--- src/rtl/core/rlg_pkg.sv ---
package rlg_pkg;

  localparam int LINE_BYTES_DEF = 2048;

  localparam int OFFSET_W = 13;
  localparam int LENGTH_W = 15;
  localparam int POS_W    = 16;
  localparam int IDX_W    = 11;
  localparam int CFG_IW   = 2;
  localparam int CFG_DW   = 15;

  localparam logic [1:0] OP_LOAD   = 2'd0;
  localparam logic [1:0] OP_COMMIT = 2'd1;
  localparam logic [1:0] OP_DIR    = 2'd2;
  localparam logic [1:0] OP_POS    = 2'd3;

  localparam logic [CFG_IW-1:0] CFG_WINDOW_OFFSET = 2'd0;
  localparam logic [CFG_IW-1:0] CFG_LINE_LENGTH   = 2'd1;
  localparam logic [CFG_IW-1:0] CFG_FORWARD_ONLY  = 2'd2;
  localparam logic [CFG_IW-1:0] CFG_IDLE_LEVEL    = 2'd3;

  localparam logic PIXEL_DARK = 1'b0;

  typedef struct packed {
    logic [1:0]              op;
    logic [IDX_W-1:0]        byte_index;
    logic [7:0]              byte_value;
    logic                    direction;
    logic signed [POS_W-1:0] position;
  } in_t;

  typedef struct packed {
    logic fire_pulse;
    logic scan_enabled;
  } out_t;

  // decision context carried alongside the memory read
  typedef struct packed {
    logic       is_pos;
    logic       in_win;
    logic       byte_ok;
    logic [2:0] bit_sel;
    logic       idle;
    logic       en;
  } s1_ctrl_t;

endpackage

--- src/rtl/core/rlg_pick.sv ---
module rlg_pick (
  input  logic              clk,
  input  logic              rst_n,
  input  logic              s1_load,
  input  rlg_pkg::s1_ctrl_t s1_ctrl,
  input  logic [7:0]        rd_data,
  output logic              s1_free,
  output logic              out_valid,
  input  logic              out_ready,
  output rlg_pkg::out_t     out_data
);

  import rlg_pkg::*;

  logic     s1_v_r;
  s1_ctrl_t s1_c_r;
  logic     out_v_r;
  out_t     out_r;
  logic     s1_adv;
  logic     pix_bit;
  out_t     res;

  assign s1_adv  = s1_v_r && (!out_v_r || out_ready);
  assign s1_free = !s1_v_r || s1_adv;

  assign pix_bit = s1_c_r.byte_ok && rd_data[s1_c_r.bit_sel];

  always_comb begin
    res.scan_enabled = s1_c_r.en;
    if (s1_c_r.is_pos) begin
      res.fire_pulse = s1_c_r.en && (s1_c_r.in_win ? pix_bit : s1_c_r.idle);
    end else begin
      res.fire_pulse = PIXEL_DARK;
    end
  end

  always_ff @(posedge clk) begin
    if (!rst_n) begin
      s1_v_r  <= 1'b0;
      out_v_r <= 1'b0;
    end else begin
      if (s1_load) begin
        s1_v_r <= 1'b1;
      end else if (s1_adv) begin
        s1_v_r <= 1'b0;
      end
      if (s1_adv) begin
        out_v_r <= 1'b1;
      end else if (out_ready) begin
        out_v_r <= 1'b0;
      end
    end
  end

  always_ff @(posedge clk) begin
    if (s1_load) begin
      s1_c_r <= s1_ctrl;
    end
    if (s1_adv) begin
      out_r <= res;
    end
  end

  assign out_valid = out_v_r;
  assign out_data  = out_r;

  a_full_blocks: assert property (@(posedge clk) disable iff (!rst_n)
    s1_v_r && out_v_r && !out_ready |-> !s1_free)
    else $error("pipeline took a word while both stages were held");

  a_no_drop: assert property (@(posedge clk) disable iff (!rst_n)
    s1_v_r && !s1_adv |=> s1_v_r)
    else $error("held word dropped from read stage");

  a_quiet_fire: assert property (@(posedge clk) disable iff (!rst_n)
    s1_adv && !s1_c_r.is_pos |=> !out_r.fire_pulse)
    else $error("pulse on a non-position word");

endmodule

--- config.mk ---
export PLATFORM = sky130hd
export DESIGN_NAME = rlg_pick
export DESIGN_NICKNAME = d
export VERILOG_FILES = /design/src/rtl/core/rlg_pkg.sv /design/src/rtl/core/rlg_pick.sv
export SDC_FILE = /design/constraint.sdc
export NUM_CORES = 1
export LEC_CHECK = 0
export BUFFER_PORTS_ARGS = -buffer_cell sky130_fd_sc_hd__clkbuf_2
export CAP_MARGIN = 20
export CORE_AREA = 5 5 42 44
export CTS_CLUSTER_SIZE = 20
export DETAILED_ROUTE_END_ITERATION = 7
export DIE_AREA = 0 0 47 49
export HOLD_SLACK_MARGIN = 0.03
export MAX_ROUTING_LAYER = met4
export PLACE_DENSITY = 0.7
export SYNTH_ARGS = -nofsm -noshare
export SYNTH_HDL_FRONTEND = slang
export SYNTH_SLANG_ARGS = --single-unit
--- constraint.sdc ---
create_clock -name clk -period 1.4 [get_ports clk]
set_clock_uncertainty 0.05 [all_clocks]
set_input_delay 0.42 -clock clk [delete_from_list [all_inputs] [get_ports clk]]
set_output_delay 0.42 -clock clk [all_outputs]
set_load 0.1 [all_outputs]
# ---- Word level (Yosys, flattened, before mapping)
# Index checks and enable logic that the tools add are counted.
dict set report totals {
  reg_bits 12
  out_inout_bits 4
}
dict set report op_classes {
  magnitude_cmp 1
  n_mux 7
  n_reduce_logical 9
}
# cell count
set ops {}
lappend ops {{$mux 1} 6}
lappend ops {{$lt 3x4->1 const B} 1}
lappend ops {{$reduce_bool 2->1} 2}
lappend ops {{$bmux 1 s3} 1}
lappend ops {{$logic_and 1x1->1} 3}
lappend ops {{$logic_not 1->1} 2}
lappend ops {{$logic_or 1x1->1} 2}

# ---- Longest topological paths before layout
dict set report logic_depth {
  word_depth 5
  depth_mapped 3
  ltp_nobuf 3
}

# ---- Worst setup path after synthesis
# Ideal clock, no wire load.
dict set report synth_timing {
  path_type {reg2out}
  startpoint {register out_v_r (netlist: out_valid)}
  endpoint {output s1_free}
  arrival_ps 1819
  required_ps 930
  slack_ps -889
  stages_incl_launch_ff 3
  path_cell_list {dfxtp_1 nor2b_1 nand2_1}
}
dict set report synth_between {
  elab_chain_len 4
}
# item line
set synth_rtl {}
lappend synth_rtl {{start, declared} rlg_pick.sv:17} ;# logic out_v_r;
lappend synth_rtl {{start signal, assigned} rlg_pick.sv:40} ;# out_v_r <= 1'b0;
lappend synth_rtl {{start signal, assigned} rlg_pick.sv:48} ;# out_v_r <= 1'b1;
lappend synth_rtl {{start signal, assigned} rlg_pick.sv:50} ;# out_v_r <= 1'b0;
lappend synth_rtl {{$logic_not 1->1} rlg_pick.sv:23} ;# assign s1_adv = s1_v_r && (!out_v_r || out_ready);
lappend synth_rtl {{$logic_or 1x1->1} rlg_pick.sv:23}
lappend synth_rtl {{$logic_and 1x1->1} rlg_pick.sv:23}
lappend synth_rtl {{$logic_or 1x1->1} rlg_pick.sv:24} ;# assign s1_free = !s1_v_r || s1_adv;
lappend synth_rtl {{end, declared} rlg_pick.sv:7} ;# output logic s1_free,
# Every way passes these cells.

# ---- Worst setup path after layout
# Same ends and word-level chain as after synthesis.

==> flow_summary.toml <==
[run_status]
status = "finished with violations"
violations = "setup timing"

[cts]
ctsHoldBuffers = 0
cts_tree = "built"
htree_levels = 1
cts_sinks = 12
cts_buffers = 3
clk_pin_slew_ps = 70
clk_path_buf_depth = 2
cts_root_buf = "clkbuf_4"
clk-insertion-delay-late_ps = 270

[detailed_routing]
first_pass_iters = 3
drcViolationCount = 0
via_per_inst = 4.59
num_vias = 335
routedWlPerCell_um = 10.9
postRouteAntennaNets = 0
drt_iter0_drc = 2
wl_um = 798

[timing]
period_needed_ps = 1510
finalHoldViolations = 0
setup_ws_ps = -107
maxSlewHeadroom_pct = 69.9
tightest_slew_ps = 441
final.setup.tns_ps = -131
rsz0062_at_grt = "yes"
fin_hold_ws_ps = 273
period_share_pct = 108
setup_viol = 2
finalMaxSlewViolations = 0
fmax_mhz = 664

[floorplan]
core_area_um2 = 1400
rows = 14
die_y_um = 49
die_area_um2 = 2300
die_w_um = 47
start_util_pct = 33.2
ioPinCount = 24

[worst_setup_path]
worstPathCellList = "nor2b_4 -> nand2_8 -> buf_12"
worstSetupPathType = "reg -> out"
worstPathMaxFanout = 2
slowest_delay_ps = 340
start_kind = "flip-flop"
crit_required_ps = 930
slowest_stage = "dfxtp_4"
cp.arrival_ps = 1040
r2r_cells = 3
end_kind = "output port"

[synthesis]
synth_cell_types = 13
synth_top_cells_by_area = "edfxtp_1 (65%), dfxtp_1 (8.6%), nor2b_1 (6.7%), mux4_1 (5.6%), mux2_2 (2.4%)"
synth_area_leader_cell = "edfxtp_1"
yosys_register_bits = 12
synth_warnings = 0
syn_inst = 27
yosysTopAreaCellShare_pct = 64.5
synth_seq_area_share_pct = 73.1
synth_area_per_cell_um2 = 17.2
synthesis.nets = 47
syn_area_um2 = 465

[power]
irDropWorstVdd_mv = 0.756
p_total_uw = 766
p_per_area_nw_per_um2 = 1040
total_leakage_power_uw = 0.000298

[place]
dp_cells = 68
dpl.hpwl_um = 679
gp_congestion = 0.691
placed_area_um2 = 703
port_buffers = 23

[final_layout]
fillers = 130
drive_gt1_share_pct = 59.6
fin_nets = 78
final_area_um2 = 733
final_common_cell = "clkbuf_2"
syn_to_final_growth_pct = 57.5
mostFrequentLayoutCells = "clkbuf_2 (19), edfxtp_1 (10), nor2b_1 (4), buf_12 (4)"
diodes = 0
fin_cells = 73

[global_routing]
grt_start_max_net_pins = 10
grt_overflow_total = 0
antenna_found_initial = 0
grt_pass1_wl_um = 1300
grtUsageTotal_pct = 8.39
grt_pass1_vias = 338

[flow_run]
max_cap_violations = 0

[min_path]
holdPathStages = 1
min_path_type = "in -> reg"
## metrics by stage
stage | utilization (%) | setup slack (ps)
floorplan | - | -27.8
global placement | 50.2 | -105
detailed placement | 50.2 | -146
CTS | 52.3 | -118
global route | 52.3 | -158
finish | 52.3 | -107
## cell usage after synthesis, drive strengths merged
| library cell | number |
|---|---|
| a2111oi | 1 |
| a21oi | 1 |
| dfxtp | 2 |
| edfxtp | 10 |
| mux2 | 1 |
| mux4 | 1 |
| nand2 | 1 |
| nand4 | 1 |
| nand4b | 1 |
| nor2b | 5 |
| nor3b | 1 |
| o21a | 1 |
| o41ai | 1 |
## final cells by class
type	instances	area (um2)	share of cell area, %
clock buffers	4	26.3	3.58
multi-input cells	15	145	19.8
flip-flops and latches	12	344	46.9
well taps	16	20.0	2.73
repair buffers	26	198	27.0
## per-layer routing
metal	vias to the layer above	GRT usage, %	part of all wire (%)
li1	171	-	-
met4	0	5.53	2.8
met2	12	12.0	53
met3	3	4.43	6.8
met1	149	8.62	37
met5	-	-	0
## worst paths after layout
kind	to	slack (ps)	start
max	s1_free	-110	out_valid
min	s1_c_r[1]	270	s1_ctrl[1]
max reg2reg	out_data[1]	-20	s1_c_r[2]
min reg2reg	out_data[0]	440	res[0]
## cells by family (layout without fill, tap and decap cells)
family	count (synthesis)	count (layout)	synth area share (%)
AND/OR/NAND/NOR	9	9	12.4
buffers and inverters	0	30	0
AO/OA/AOI/OAI	4	4	6.45
multiplexers	2	2	8.07
flip-flops	12	12	73.1
## worst max-delay path, delay by kind of cell (launching register included)
kind	cells	cell delay [ps]
buffers and inverters	1	170
flip-flops	1	340
AND/OR/NAND/NOR	2	260
## power by group
part	leakage [uW]	switching (uW)	total [uW]	internal [uW]
combinational	0.000168	59.7	121	61.6
clock	0.0000150	104	214	110
sequential	0.000115	16.5	431	414
total	0.000298	180	766	586
## sequential cells by signal, summed over array words and instances (netlist names)
name,flops
out_data,2
out_valid,1
res,1
s1_c_r,7
s1_v_r,1
## what timing repair did
action / in CTS / in global routing
buffers inserted: 1 / 0
endpoints found under the setup margin: 2 / 2
resized for setup: 1 / 0
pin swaps: 0 / 1
gates cloned: 0 / 0
Note: power is estimated with default switching activity, not from simulation.
