`src/rtl/core/rlg_pkg.sv`:
```
package rlg_pkg;

  localparam int LINE_BYTES_DEF = 2048;

  localparam int OFFSET_W = 13;
  localparam int LENGTH_W = 15;
  localparam int POS_W    = 16;
  localparam int IDX_W    = 11;
  localparam int CFG_IW   = 2;
  localparam int CFG_DW   = 15;

  localparam logic [1:0] OP_LOAD   = 2'd0;
  localparam logic [1:0] OP_COMMIT = 2'd1;
  localparam logic [1:0] OP_DIR    = 2'd2;
  localparam logic [1:0] OP_POS    = 2'd3;

  localparam logic [CFG_IW-1:0] CFG_WINDOW_OFFSET = 2'd0;
  localparam logic [CFG_IW-1:0] CFG_LINE_LENGTH   = 2'd1;
  localparam logic [CFG_IW-1:0] CFG_FORWARD_ONLY  = 2'd2;
  localparam logic [CFG_IW-1:0] CFG_IDLE_LEVEL    = 2'd3;

  localparam logic PIXEL_DARK = 1'b0;

  typedef struct packed {
    logic [1:0]              op;
    logic [IDX_W-1:0]        byte_index;
    logic [7:0]              byte_value;
    logic                    direction;
    logic signed [POS_W-1:0] position;
  } in_t;

  typedef struct packed {
    logic fire_pulse;
    logic scan_enabled;
  } out_t;

  // decision context carried alongside the memory read
  typedef struct packed {
    logic       is_pos;
    logic       in_win;
    logic       byte_ok;
    logic [2:0] bit_sel;
    logic       idle;
    logic       en;
  } s1_ctrl_t;

endpackage

```
`src/rtl/core/rlg_front.sv`:
```
module rlg_front #(
  parameter int LINE_BYTES = rlg_pkg::LINE_BYTES_DEF,
  parameter int MEM_AW     = 12
) (
  input  logic                      clk,
  input  logic                      rst_n,
  input  logic                      in_valid,
  input  rlg_pkg::in_t              in_data,
  input  logic                      s1_free,
  output logic                      in_ready,
  input  logic                      cfg_we,
  input  logic [rlg_pkg::CFG_IW-1:0] cfg_index,
  input  logic [rlg_pkg::CFG_DW-1:0] cfg_data,
  output logic                      mem_wr_en,
  output logic [MEM_AW-1:0]         mem_wr_addr,
  output logic [7:0]                mem_wr_data,
  output logic                      mem_rd_en,
  output logic [MEM_AW-1:0]         mem_rd_addr,
  output logic                      s1_load,
  output rlg_pkg::s1_ctrl_t         s1_ctrl
);

  import rlg_pkg::*;

  localparam int BANK_AW = MEM_AW - 1;

  logic [OFFSET_W-1:0] offset_r;
  logic [LENGTH_W-1:0] length_r;
  logic                fwd_only_r;
  logic                idle_r;
  logic                bank_r;
  logic                bank_nxt;
  logic                en_r;
  logic                en_nxt;
  logic                clr_busy_r;
  logic [MEM_AW-1:0]   clr_addr_r;

  logic                accept;
  logic [31:0]         idx_ext;
  logic                idx_ok;
  logic signed [17:0]  pos_ext;
  logic signed [17:0]  lo;
  logic signed [17:0]  hi;
  logic signed [17:0]  pix;
  logic [31:0]         pix_byte;
  logic                in_win;

  assign in_ready = !clr_busy_r && s1_free;
  assign accept   = in_valid && in_ready;
  assign s1_load  = accept;

  assign idx_ext = 32'(in_data.byte_index);
  assign idx_ok  = idx_ext < 32'(LINE_BYTES);

  assign pos_ext  = 18'(in_data.position);
  assign lo       = signed'({5'd0, offset_r});
  assign hi       = lo + signed'({3'd0, length_r});
  assign in_win   = (pos_ext >= lo) && (pos_ext < hi);
  assign pix      = pos_ext - lo;
  assign pix_byte = 32'(pix[14:3]);

  // sweep zeros through the store after reset, then take load words
  always_comb begin
    if (clr_busy_r) begin
      mem_wr_en   = 1'b1;
      mem_wr_addr = clr_addr_r;
      mem_wr_data = 8'd0;
    end else begin
      mem_wr_en   = accept && (in_data.op == OP_LOAD) && idx_ok;
      mem_wr_addr = {~bank_r, idx_ext[BANK_AW-1:0]};
      mem_wr_data = in_data.byte_value;
    end
  end

  assign mem_rd_en   = accept;
  assign mem_rd_addr = {bank_r, pix_byte[BANK_AW-1:0]};

  always_comb begin
    bank_nxt = bank_r;
    en_nxt   = en_r;
    if (accept) begin
      case (in_data.op)
        OP_COMMIT: bank_nxt = ~bank_r;
        OP_DIR:    en_nxt   = fwd_only_r ? in_data.direction : 1'b1;
        default:   ;
      endcase
    end
  end

  always_comb begin
    s1_ctrl.is_pos  = in_data.op == OP_POS;
    s1_ctrl.in_win  = in_win;
    s1_ctrl.byte_ok = pix_byte < 32'(LINE_BYTES);
    s1_ctrl.bit_sel = pix[2:0];
    s1_ctrl.idle    = idle_r;
    s1_ctrl.en      = en_nxt;
  end

  always_ff @(posedge clk) begin
    if (!rst_n) begin
      offset_r   <= '0;
      length_r   <= '0;
      fwd_only_r <= 1'b0;
      idle_r     <= 1'b0;
      bank_r     <= 1'b0;
      en_r       <= 1'b1;
      clr_busy_r <= 1'b1;
      clr_addr_r <= '0;
    end else begin
      bank_r <= bank_nxt;
      en_r   <= en_nxt;
      if (clr_busy_r) begin
        clr_addr_r <= clr_addr_r + 1'b1;
        if (&clr_addr_r) begin
          clr_busy_r <= 1'b0;
        end
      end
      if (cfg_we) begin
        case (cfg_index)
          CFG_WINDOW_OFFSET: offset_r   <= cfg_data[OFFSET_W-1:0];
          CFG_LINE_LENGTH:   length_r   <= cfg_data[LENGTH_W-1:0];
          CFG_FORWARD_ONLY:  fwd_only_r <= cfg_data[0];
          CFG_IDLE_LEVEL:    idle_r     <= cfg_data[0];
          default:           ;
        endcase
      end
    end
  end

  a_no_accept_in_clear: assert property (@(posedge clk) disable iff (!rst_n)
    clr_busy_r |-> !accept)
    else $error("word accepted during store clear");

  a_commit_swaps: assert property (@(posedge clk) disable iff (!rst_n)
    accept && (in_data.op == OP_COMMIT) |=> bank_r != $past(bank_r))
    else $error("commit did not swap banks");

  a_dir_free_enables: assert property (@(posedge clk) disable iff (!rst_n)
    accept && (in_data.op == OP_DIR) && !fwd_only_r |=> en_r)
    else $error("direction word left scan disabled");

endmodule

```
`config.mk`:
```
export PLATFORM = sky130hd
export DESIGN_NAME = rlg_front
export DESIGN_NICKNAME = d
export VERILOG_FILES = /design/src/rtl/core/rlg_pkg.sv /design/src/rtl/core/rlg_front.sv
export SDC_FILE = /design/constraint.sdc
export NUM_CORES = 1
export LEC_CHECK = 0
export ABC_AREA = 1
export BUFFER_PORTS_ARGS = -buffer_cell sky130_fd_sc_hd__buf_2
export CORE_MARGIN = 2
export CORE_UTILIZATION = 35
export CTS_BUF_LIST = sky130_fd_sc_hd__clkbuf_4
export CTS_CLUSTER_DIAMETER = 30
export DETAILED_ROUTE_END_ITERATION = 7
export PLACE_DENSITY = 0.63
export SYNTH_ARGS = -nofsm -noshare
export SYNTH_HDL_FRONTEND = slang
export SYNTH_SLANG_ARGS = --single-unit
```
`constraint.sdc`:
```
create_clock -name clk -period 3.8 [get_ports clk]
set_input_delay 0.19 -clock clk [delete_from_list [all_inputs] [get_ports clk]]
set_output_delay 0.19 -clock clk [all_outputs]
set_load 0.02 [all_outputs]
```
=== After elaboration in Yosys (flattened, before gate mapping) ===
Index checks and enable logic that the tools add are counted.

* Order comparisons: 4
* Bitwise gates (word level): 1
* Equality and inequality tests: 6
* $add $sub $neg: 3
* Reductions and logical operators: 14
* Multiplexer cells: 8

{| class="wikitable"
|+ Operator list
! cell !! count
|-
| 16-bit by 17-bit less-than comparator with 1-bit output || 1
|-
| 13-bit by 15-bit adder with 16-bit output || 1
|-
| 16-bit by 14-bit greater-or-equal comparator with 1-bit output || 1
|-
| 15-bit by 14-bit subtractor with 15-bit output || 1
|-
| 12-bit by 1-bit adder with 12-bit output, second input constant || 1
|-
| 11-bit by 12-bit less-than comparator with 1-bit output, second input constant || 1
|-
| 12-bit less-than comparator, second input constant || 1
|-
| 12-bit two-way mux || 1
|-
| 12-bit AND reduction || 1
|-
| 2-bit AND reduction || 5
|-
| 2-bit equality test, second input constant || 4
|-
| 8-bit two-way mux || 1
|-
| 1-bit two-way mux || 6
|-
| 1-bit logical AND || 5
|-
| 2-bit by 1-bit equality test with 1-bit output, second input constant || 2
|-
| 2-bit zero test || 2
|-
| 1-bit zero test || 1
|-
| 1-bit inverter || 1
|}

* Output and inout port bits: 44
* Register bits: 45
* Word-level logic and storage cells: 44
* Bits of input ports: 60

=== Depth between registers and ports, before layout ===
Gate-level depths: netlist (run 1).

* Depth after elaboration: 6
* Gate-level depth with buffers: 21
* Gate-level depth less buffers: 20

=== Worst setup path after synthesis (run 1) ===
No wires, ideal clock.

* Path type: register to output
* From: register offset_r[0]
* To: output s1_ctrl[6] (netlist bit)
* Data arrival time: 2.572 ns
* Cell stages (with the launch flop): 20
* Setup slack: 1.038 ns
* Data required time: 3.610 ns
* Path buffers: 1
* Cell sequence: dfxtp_1 -> ha_1 -> fa_1 -> nand3_1 -> nand2_1 -> a21boi_2 -> o21ai_2 -> o21ai_2 -> xor2_1 -> ha_1 -> a21oi_1 -> nor3_1 -> nor3_1 -> nand2_1 -> nand2_1 -> nand2_1 -> nand3_1 -> nand2_1 -> inv_1 -> buf_4

* Word-level cells in the longest chain between the ends: 3
* Elaborated cells on any way between the ends: 4
* Those cells by class: add/sub (1); order compare (2); reduce/logical (1)

{| class="wikitable"
|+ RTL lines
! what !! line !! source
|-
| start, declared || rlg_front.sv:27 || <nowiki>logic [OFFSET_W-1:0] offset_r;</nowiki>
|-
| start signal, assigned || rlg_front.sv:120 || <nowiki>CFG_WINDOW_OFFSET: offset_r <= cfg_data[OFFSET_W-1:0];</nowiki>
|-
| 13-bit by 15-bit adder with 16-bit output || rlg_front.sv:57 || <nowiki>assign hi = lo + signed'({3'd0, length_r});</nowiki>
|-
| 16-bit by 17-bit less-than comparator with 1-bit output || rlg_front.sv:58 || <nowiki>assign in_win = (pos_ext >= lo) && (pos_ext < hi);</nowiki>
|-
| 1-bit logical AND (*) || rlg_front.sv:58 ||
|-
| end, declared || rlg_front.sv:20 || <nowiki>output rlg_pkg::s1_ctrl_t s1_ctrl</nowiki>
|}

Every way passes the cells marked *; elsewhere a longest branch is shown, timed or not.

==> summary.txt, run 1 <==
Status
  • Status: completed

Layout
  • Area of the multi-input gates: around 2300 sq um
  • Area delta synth->final: 18.44%
  • Seq. cell area: 900.9 sq um
  • # diodes: 0
  • Layout cells sized above 1: 0.2028
  • Final nets: 738
  • Cell area after layout: ~4300 sq um
  • Filler instances: 1,096

Setup path
  • Crit path launch type: flip-flop
  • Worst Reg-to-Reg Cells: 5
  • Crit-path max FO: 3
  • Crit-path cells: ha_1 -> fa_1 -> nand3_1 -> nand2_1 -> a21boi_2 -> o21ai_2 -> o21ai_2 -> xor2_1 -> ha_1 -> a21oi_1 -> nor3_1 -> nor3_1 -> nand2_1 -> nand2_1 -> nand2_1 -> nand3_1 -> nand2_1 -> inv_1 -> buf_2
  • Reg2Reg Setup Slack: between 1.5 and 2 ns
  • Worst Path Arrival: between 3 and 4 ns
  • Crit Path Class: flip-flop to output pin
  • Worst EP required: between 3 and 4 ns
  • CP Buf/Inv Count: 2
  • Worst path slowest cell: fa_1
  • Cell family with most CP delay: adder cells
  • Reg2reg start: clr_busy_r
  • R2R Path End: clr_addr_r[8]
  • Critical path endpoint category: output pin
  • Critical Path Max Stage Delay: 0.41 ns
  • Worst path depth: 19
  • CP most frequent cell: nand2_1
  • Crit path from: offset_r[0]

Clocking
  • Post_cts resized: 0
  • Root Buffer: clkbuf_4
  • Max H-tree Level: 2
  • CTS tree: yes
  • TritonCTS buffer count: 5
  • TritonCTS Sinks: 45
  • Post CTS Setup Buffer Count: 0
  • Clock latency on the worst-skew pair: between 0.3 and 0.4 ns
  • Hold_buf cts: 0
  • Clk slew on worst S/H paths: ~0.13 ns
  • CTS Buffer Depth: 2

Die
  • IO Pins: about 100
  • Die Area: 11,180 sq um
  • # rows: 37
  • Core Footprint: between 10,000 and 15,000 sq um
  • Initial Util: 0.3558
  • Die Height: between 100 and 150 microns
  • Width of the die: 105.8 microns

Timing
  • Final setup violation count: 0
  • Slew Limit Fails: 0
  • Final worst path period share: 0.8905
  • Setup TNS: 0 ns
  • Max frequency: slightly below 300 MHz
  • Hold Slack: between 0.05 and 0.06 ns
  • Slew @ Worst Pin: around 0.7 ns
  • Clk_skew: approximately 0.012 ns
  • Rel. slew slack: 0.5241
  • Min Tclk post-route: around 3.4 ns
  • Final count of hold timing violations: 0
  • RSZ-0062 raised after global routing: false

Job
  • Reported max-cap violation count: 0

GRT
  • First-pass GRT wire length: roughly 15,000 microns
  • Vias in the first global route: approximately 3,400
  • Grt total ovfl: 0
  • Total Routing Usage GR: 0.1561
  • Antenna violations before repair: 1
  • Largest net degree at the start of global routing: 41

Place
  • PortBufs: approximately 100
  • Hpwl dp: between 7000 and 8000 microns
  • Placed inst area: between 4000 and 5000 sq um
  • Final Wtd Congestion: between 0.8 and 0.9

Synth
  • Top cells by count, synth: nand2_1, inv_1, nor2_1
  • Seq cells post-synth: 45
  • Cells after synthesis: about 540
  • Top cells by area, synth: dfxtp_1, ha_1, nand2_1, inv_1, o21ai_0
  • Mapped cell area: ~3600 sq um
  • Number of flops mapped to enable cells by yosys: 0
  • Avg Inst Size Synth: roughly 6.7 sq um
  • Most common cell in the netlist: nand2_1
  • Yosys top cell by area: dfxtp_1
  • Register area share after synthesis: 0.2486
  • Yosys cell types: 35
  • Async SR Flop Fraction: 0
  • Leading register cell type out of synthesis: dfxtp_1
  • Synthesis Warnings: 0
  • Yosys top cell area share: 0.2486
  • Syn nets: 644

Routing
  • Number of routed nets with antenna violations: 0
  • DRC viols: 0
  • Drt first pass iters: 4
  • DRT iter0 DRCs: about 110
  • WL/cell: ~11 microns
  • Number of vias in the routed layout: about 3,600
  • Routed Wire Length: around 8700 microns
  • Via/cell ratio: around 4.7

Hold path
  • WHS Path Cells: 3
  • Hold path startpoint: cfg_data[14]
  • Hold worst-path end: length_r[14]
  • Hold Crit Class: primary input to flip-flop

Pwr
  • Pwr/cell area: between 200 and 300 nW/um^2
  • Maximum VDD drop: ~0.00011 V
  • Pwr Total: 1.123 mW
  • P_leak: 2.189 nW
[where the power goes]
part / leakage (nW) / internal [mW] / total (mW) / switching (mW)
Clock: 0.0324 / 0.0875 / 0.238 / 0.150
Combinational: 1.79 / 0.150 / 0.381 / 0.231
Sequential: 0.367 / 0.491 / 0.504 / 0.0131
Total: 2.19 / 0.728 / 1.12 / 0.395
[layout make-up]
type,instances,share of cell area
tap,136,0.03965
sequential,45,0.2099
timing repair buffer,104,0.1219
clock inverter,1,0.001749
clock buffer,7,0.01224
multi-input combinational,398,0.5437
inverter,81,0.07085
[sequential cells by signal (all words and copies together) (netlist names)]
| name | flops |
|---|---|
| bank_r | 1 |
| clr_addr_r | 12 |
| clr_busy_r | 1 |
| en_r | 1 |
| fwd_only_r | 1 |
| idle_r | 1 |
| length_r | 15 |
| offset_r | 13 |
[placed cells by master (no fill, tap or decap), types with 4 or more instances in the layout]
| cell type | netlist | final |
|---|---|---|
| nor2_1 | 67 | 67 |
| nor3_1 | 13 | 13 |
| ha_1 | 41 | 41 |
| a21oi_1 | 47 | 47 |
| o21ai_0 | 52 | 52 |
| nand2_1 | 100 | 100 |
| xnor2_1 | 11 | 11 |
| inv_1 | 81 | 81 |
| xor2_1 | 16 | 16 |
| nand2_2 | 4 | 4 |
| clkbuf_4 | 0 | 7 |
| dfxtp_1 | 45 | 45 |
| buf_2 | 2 | 103 |
| nand3_1 | 14 | 14 |
[metrics by stage]
step                        util  instances  worst slack [ns]
after floorplan                -        541             1.038
after global placement    0.4155        764            0.8543
final                     0.4214        772            0.4162
after global routing      0.4214        772            0.1076
after detailed placement  0.4155        764            0.7929
after CTS                 0.4214        772            0.3790
[kinds of logic (layout without fill, tap and decap cells)]
family / count (synthesis) / in the layout / synth area share
XOR/XNOR: 27 / 27 / 0.06526
flip-flops: 45 / 45 / 0.2486
AND/OR/NAND/NOR: 210 / 210 / 0.2483
buffers and inverters: 98 / 193 / 0.1074
AO/OA/AOI/OAI: 118 / 118 / 0.1778
adder cells (fa/ha/maj): 43 / 43 / 0.1526
[worst reg2reg max path: stages, from the launching register on]
cell and delay (ns):
dfxtp_1 0.77, inv_1 0.46, nor2_1 0.28, nand2_1 0.09
o21ai_0 0.15, nor2_1 0.06
[metal layers]
layer | share of wire | vias up | global-route usage
met5 | 0.0015 | - | 0
met3 | 0.057 | 15 | 0.02474
met1 | 0.46 | 1554 | 0.1849
met2 | 0.47 | 119 | 0.2876
li1 | - | 1928 | -
met4 | 0.018 | 2 | 0.04699
[worst max path at each step]
stage            endpoint  slack (ns)
2_1_floorplan  s1_ctrl[6]        1.04
3_3_place_gp   s1_ctrl[6]        0.85
3_5_place_dp   s1_ctrl[6]        0.79
4_1_cts        s1_ctrl[6]        0.38
5_1_grt        s1_ctrl[6]        0.11
6_report       s1_ctrl[6]        0.42
No activity file was read; power rests on OpenSTA's default activity.
==> run 2: changes to the inputs <==
--- a/config.mk
+++ b/config.mk
@@ -13,6 +13,7 @@
 export CTS_CLUSTER_DIAMETER = 30
 export DETAILED_ROUTE_END_ITERATION = 7
 export PLACE_DENSITY = 0.63
+export SETUP_SLACK_MARGIN = 0.02
 export SYNTH_ARGS = -nofsm -noshare
 export SYNTH_HDL_FRONTEND = slang
 export SYNTH_SLANG_ARGS = --single-unit
==> constraint.sdc (replaced) <==
create_clock -name clk -period 3.84 [get_ports clk]
set_input_delay 0.192 -clock clk [delete_from_list [all_inputs] [get_ports clk]]
set_output_delay 0.192 -clock clk [all_outputs]
set_load 0.02 [all_outputs]
==> summary.txt, run 2 (synthesized netlist as in run 1, its figures left out) <==
Clocking
  • Clk slew on worst S/H paths: 0.13 ns (about the same)
  • TritonCTS buffer count: 5 (unchanged)
  • Max H-tree Level: 2 (unchanged)
  • Clock latency on the worst-skew pair: 0.35 ns (about the same)
  • TritonCTS Sinks: 45 (unchanged)
  • Hold_buf cts: 0 (unchanged)
  • CTS tree: yes
  • Root Buffer: clkbuf_4
  • Post_cts resized: 0 (unchanged)
  • CTS Buffer Depth: 2 (unchanged)
  • Post CTS Setup Buffer Count: 0 (unchanged)

Hold path
  • Hold worst-path end: length_r[14]
  • WHS Path Cells: 3 (unchanged)
  • Hold path startpoint: cfg_data[14]
  • Hold Crit Class: primary input to flip-flop

Routing
  • M1 WL: 4093 microns (+2.5%)
  • WL/cell: 11.24 microns (-0.68%)
  • Max Used Layer: met5
  • Routed Wire Length: 8677 microns (-0.68%)
  • DRC viols: 0 (unchanged)
  • Metal2 WL: 3991 microns (-2.1%)
  • DRT iter0 DRCs: 113 (+7.6%)
  • Via/cell ratio: 4.698 (+0.25%)
  • Number of routed nets with antenna violations: 0 (unchanged)
  • Number of vias in the routed layout: 3,627 (+0.25%)
  • Drt first pass iters: 4 (unchanged)
  • Met3 WL: 425 microns (-14%)

Pwr
  • Sw frac: 0.3521 (+0.0007871)
  • Comb pwr share: 0.339 (about the same)
  • Register share of total power: 0.448 (about the same)
  • P_leak: 2.189 nW (unchanged)
  • Net Switching: 0.3917 mW (-0.71%)
  • P_int: 0.7207 mW (-1.0%)
  • Pwr/cell area: 259.2 nW/um^2 (-0.93%)
  • Maximum VDD drop: 0.0001055 V (-1.1%)
  • Clock power share: 0.213 (about the same)

Die
  • IO Pins: 104 (unchanged)
  • # rows: 37 (unchanged)
  • Core Footprint: 10,180 sq um (unchanged)
  • Width of the die: 105.8 microns (unchanged)
  • Die Area: 11,180 sq um (unchanged)
  • Initial Util: 0.3558 (unchanged)
  • Die Height: 105.8 microns (unchanged)

Status
  • Status: completed

GRT
  • Vias in the first global route: 3,454 (+0.70%)
  • Antenna violations before repair: 1 (unchanged)
  • Largest net degree at the start of global routing: 41 (unchanged)
  • Grt total ovfl: 0 (unchanged)
  • First-pass GRT wire length: 14,800 microns (+1.5%)
  • Total Routing Usage GR: 0.1584 (+0.002293)

Timing
  • Min Tclk post-route: 3.365 ns
  • Slew @ Worst Pin: 0.7022 ns (-0.009940 ns)
  • Clk_skew: 0.01774 ns (+0.005379 ns)
  • Rel. slew slack: 0.5307 (+0.006643)
  • Final worst path period share: 0.8763
  • Max frequency: ~300 MHz
  • Slew Limit Fails: 0 (unchanged)
  • Final setup violation count: 0 (unchanged)
  • Setup TNS: 0 ns (unchanged)
  • Final count of hold timing violations: 0 (unchanged)
  • RSZ-0062 raised after global routing: false

Job
  • Reported max-cap violation count: 0 (unchanged)

Place
  • Hpwl dp: 7309 microns (-0.22%)
  • PortBufs: 103 (unchanged)
  • Final Wtd Congestion: 0.8752 (unchanged)

Layout
  • # diodes: 0 (unchanged)
  • Biggest regs: length_r: 15 flops, offset_r: 13 flops, clr_addr_r: 12 flops
  • Post-layout util: 0.4214 (unchanged)
  • Area delta synth->final: 18.44% (unchanged)
  • Most frequent cells in the layout: buf_2, nand2_1, inv_1, nor2_1, o21ai_0
  • Final nets: 738 (unchanged)
  • Biggest register: length_r
  • Most common cell after layout, fill and taps aside: buf_2
  • Largest register FFs: 15 (unchanged)
  • Layout cells sized above 1: 0.2028 (unchanged)

Setup path
  • Worst EP required: 3.65 ns (+0.04 ns)
  • Worst Path Arrival: 3.17 ns (-0.02 ns)
  • CP most frequent cell: nand2_1
  • R2R Path End: clr_addr_r[8]
  • Worst path slowest cell: fa_1
  • Crit Path Class: flip-flop to output pin
  • Crit path launch type: flip-flop
  • Critical path endpoint category: output pin
  • Crit-path cells: ha_1 -> fa_1 -> nand3_1 -> nand2_1 -> a21boi_2 -> o21ai_2 -> o21ai_2 -> xor2_1 -> ha_1 -> a21oi_1 -> nor3_1 -> nor3_1 -> nand2_1 -> nand2_1 -> nand2_1 -> nand3_1 -> nand2_1 -> inv_1 -> buf_2
  • Crit-path max FO: 3 (unchanged)
  • Reg2Reg Setup Slack: 1.95 ns (+0.04 ns)
  • Worst Reg-to-Reg Cells: 5 (unchanged)
  • Reg2reg start: clr_busy_r
  • Critical Path Max Stage Delay: 0.41 ns (about the same)
[run 2: cell counts in the layout (fill, tap and decap cells not counted)]
Identical to the previous run, type by type.
[run 2: how the worst max path moves through the flow]
stage                 from          to  slack (ns)  cells after the start
6_report       offset_r[0]  s1_ctrl[6]        0.48                     19
3_5_place_dp   offset_r[0]  s1_ctrl[6]        0.84                     19
3_3_place_gp   offset_r[0]  s1_ctrl[6]        0.89                     19
2_1_floorplan  offset_r[0]  s1_ctrl[6]        1.08                     19
5_1_grt        offset_r[0]  s1_ctrl[6]        0.16                     19
4_1_cts        offset_r[0]  s1_ctrl[6]        0.42                     19
[run 2: worst max-delay path: cells and delay by family, from the launching register on]
family,cells,cell delay (ns)
AND/OR/NAND/NOR,9,0.66
AO/OA/AOI/OAI,4,0.57
XOR/XNOR,1,0.15
buffers and inverters,2,0.19
flip-flops,1,0.35
adder cells (fa/ha/maj),3,0.89
[run 2: layer usage]
layer	track usage	vias up
met4	0.04699	2
met5	0	-
met2	0.2866	118
li1	-	1935
met1	0.1927	1557
met3	0.02412	15
[run 2: layout make-up]
class / count / area [sq um]
Timing Repair Buffer: 104 / 523.0
Inverter: 81 / 304.0
Clock inverter: 1 / 7.507
Multi-Input combinational cell: 398 / 2333
Clock buffer: 7 / 52.55
Fill cell: 1091 / 5893
Sequential cell: 45 / 900.9
Tap cell: 136 / 170.2
[run 2: per-stage QoR]
step	std cells	total power, mW	setup slack (ns)	area [sq um]	hold WS (ns)
2_1_floorplan	541	0.7701	1.076	3623	0.3269
3_3_place_gp	764	0.8782	0.8923	4232	0.4174
5_1_grt	772	1.193	0.1590	4292	0.04656
6_report	772	1.112	0.4752	4292	0.05651
4_1_cts	772	1.130	0.4233	4292	0.04931
3_5_place_dp	764	0.8882	0.8436	4232	0.4312
[run 2: power by group through the flow]
stage               Sequential, mW  Combinational, mW  Clock, mW
global route                 0.502              0.426      0.266
global placement             0.508              0.370          0
detailed placement           0.509              0.379          0
CTS                          0.499              0.381      0.251
floorplan                    0.506              0.264          0
finish                       0.498              0.377      0.237
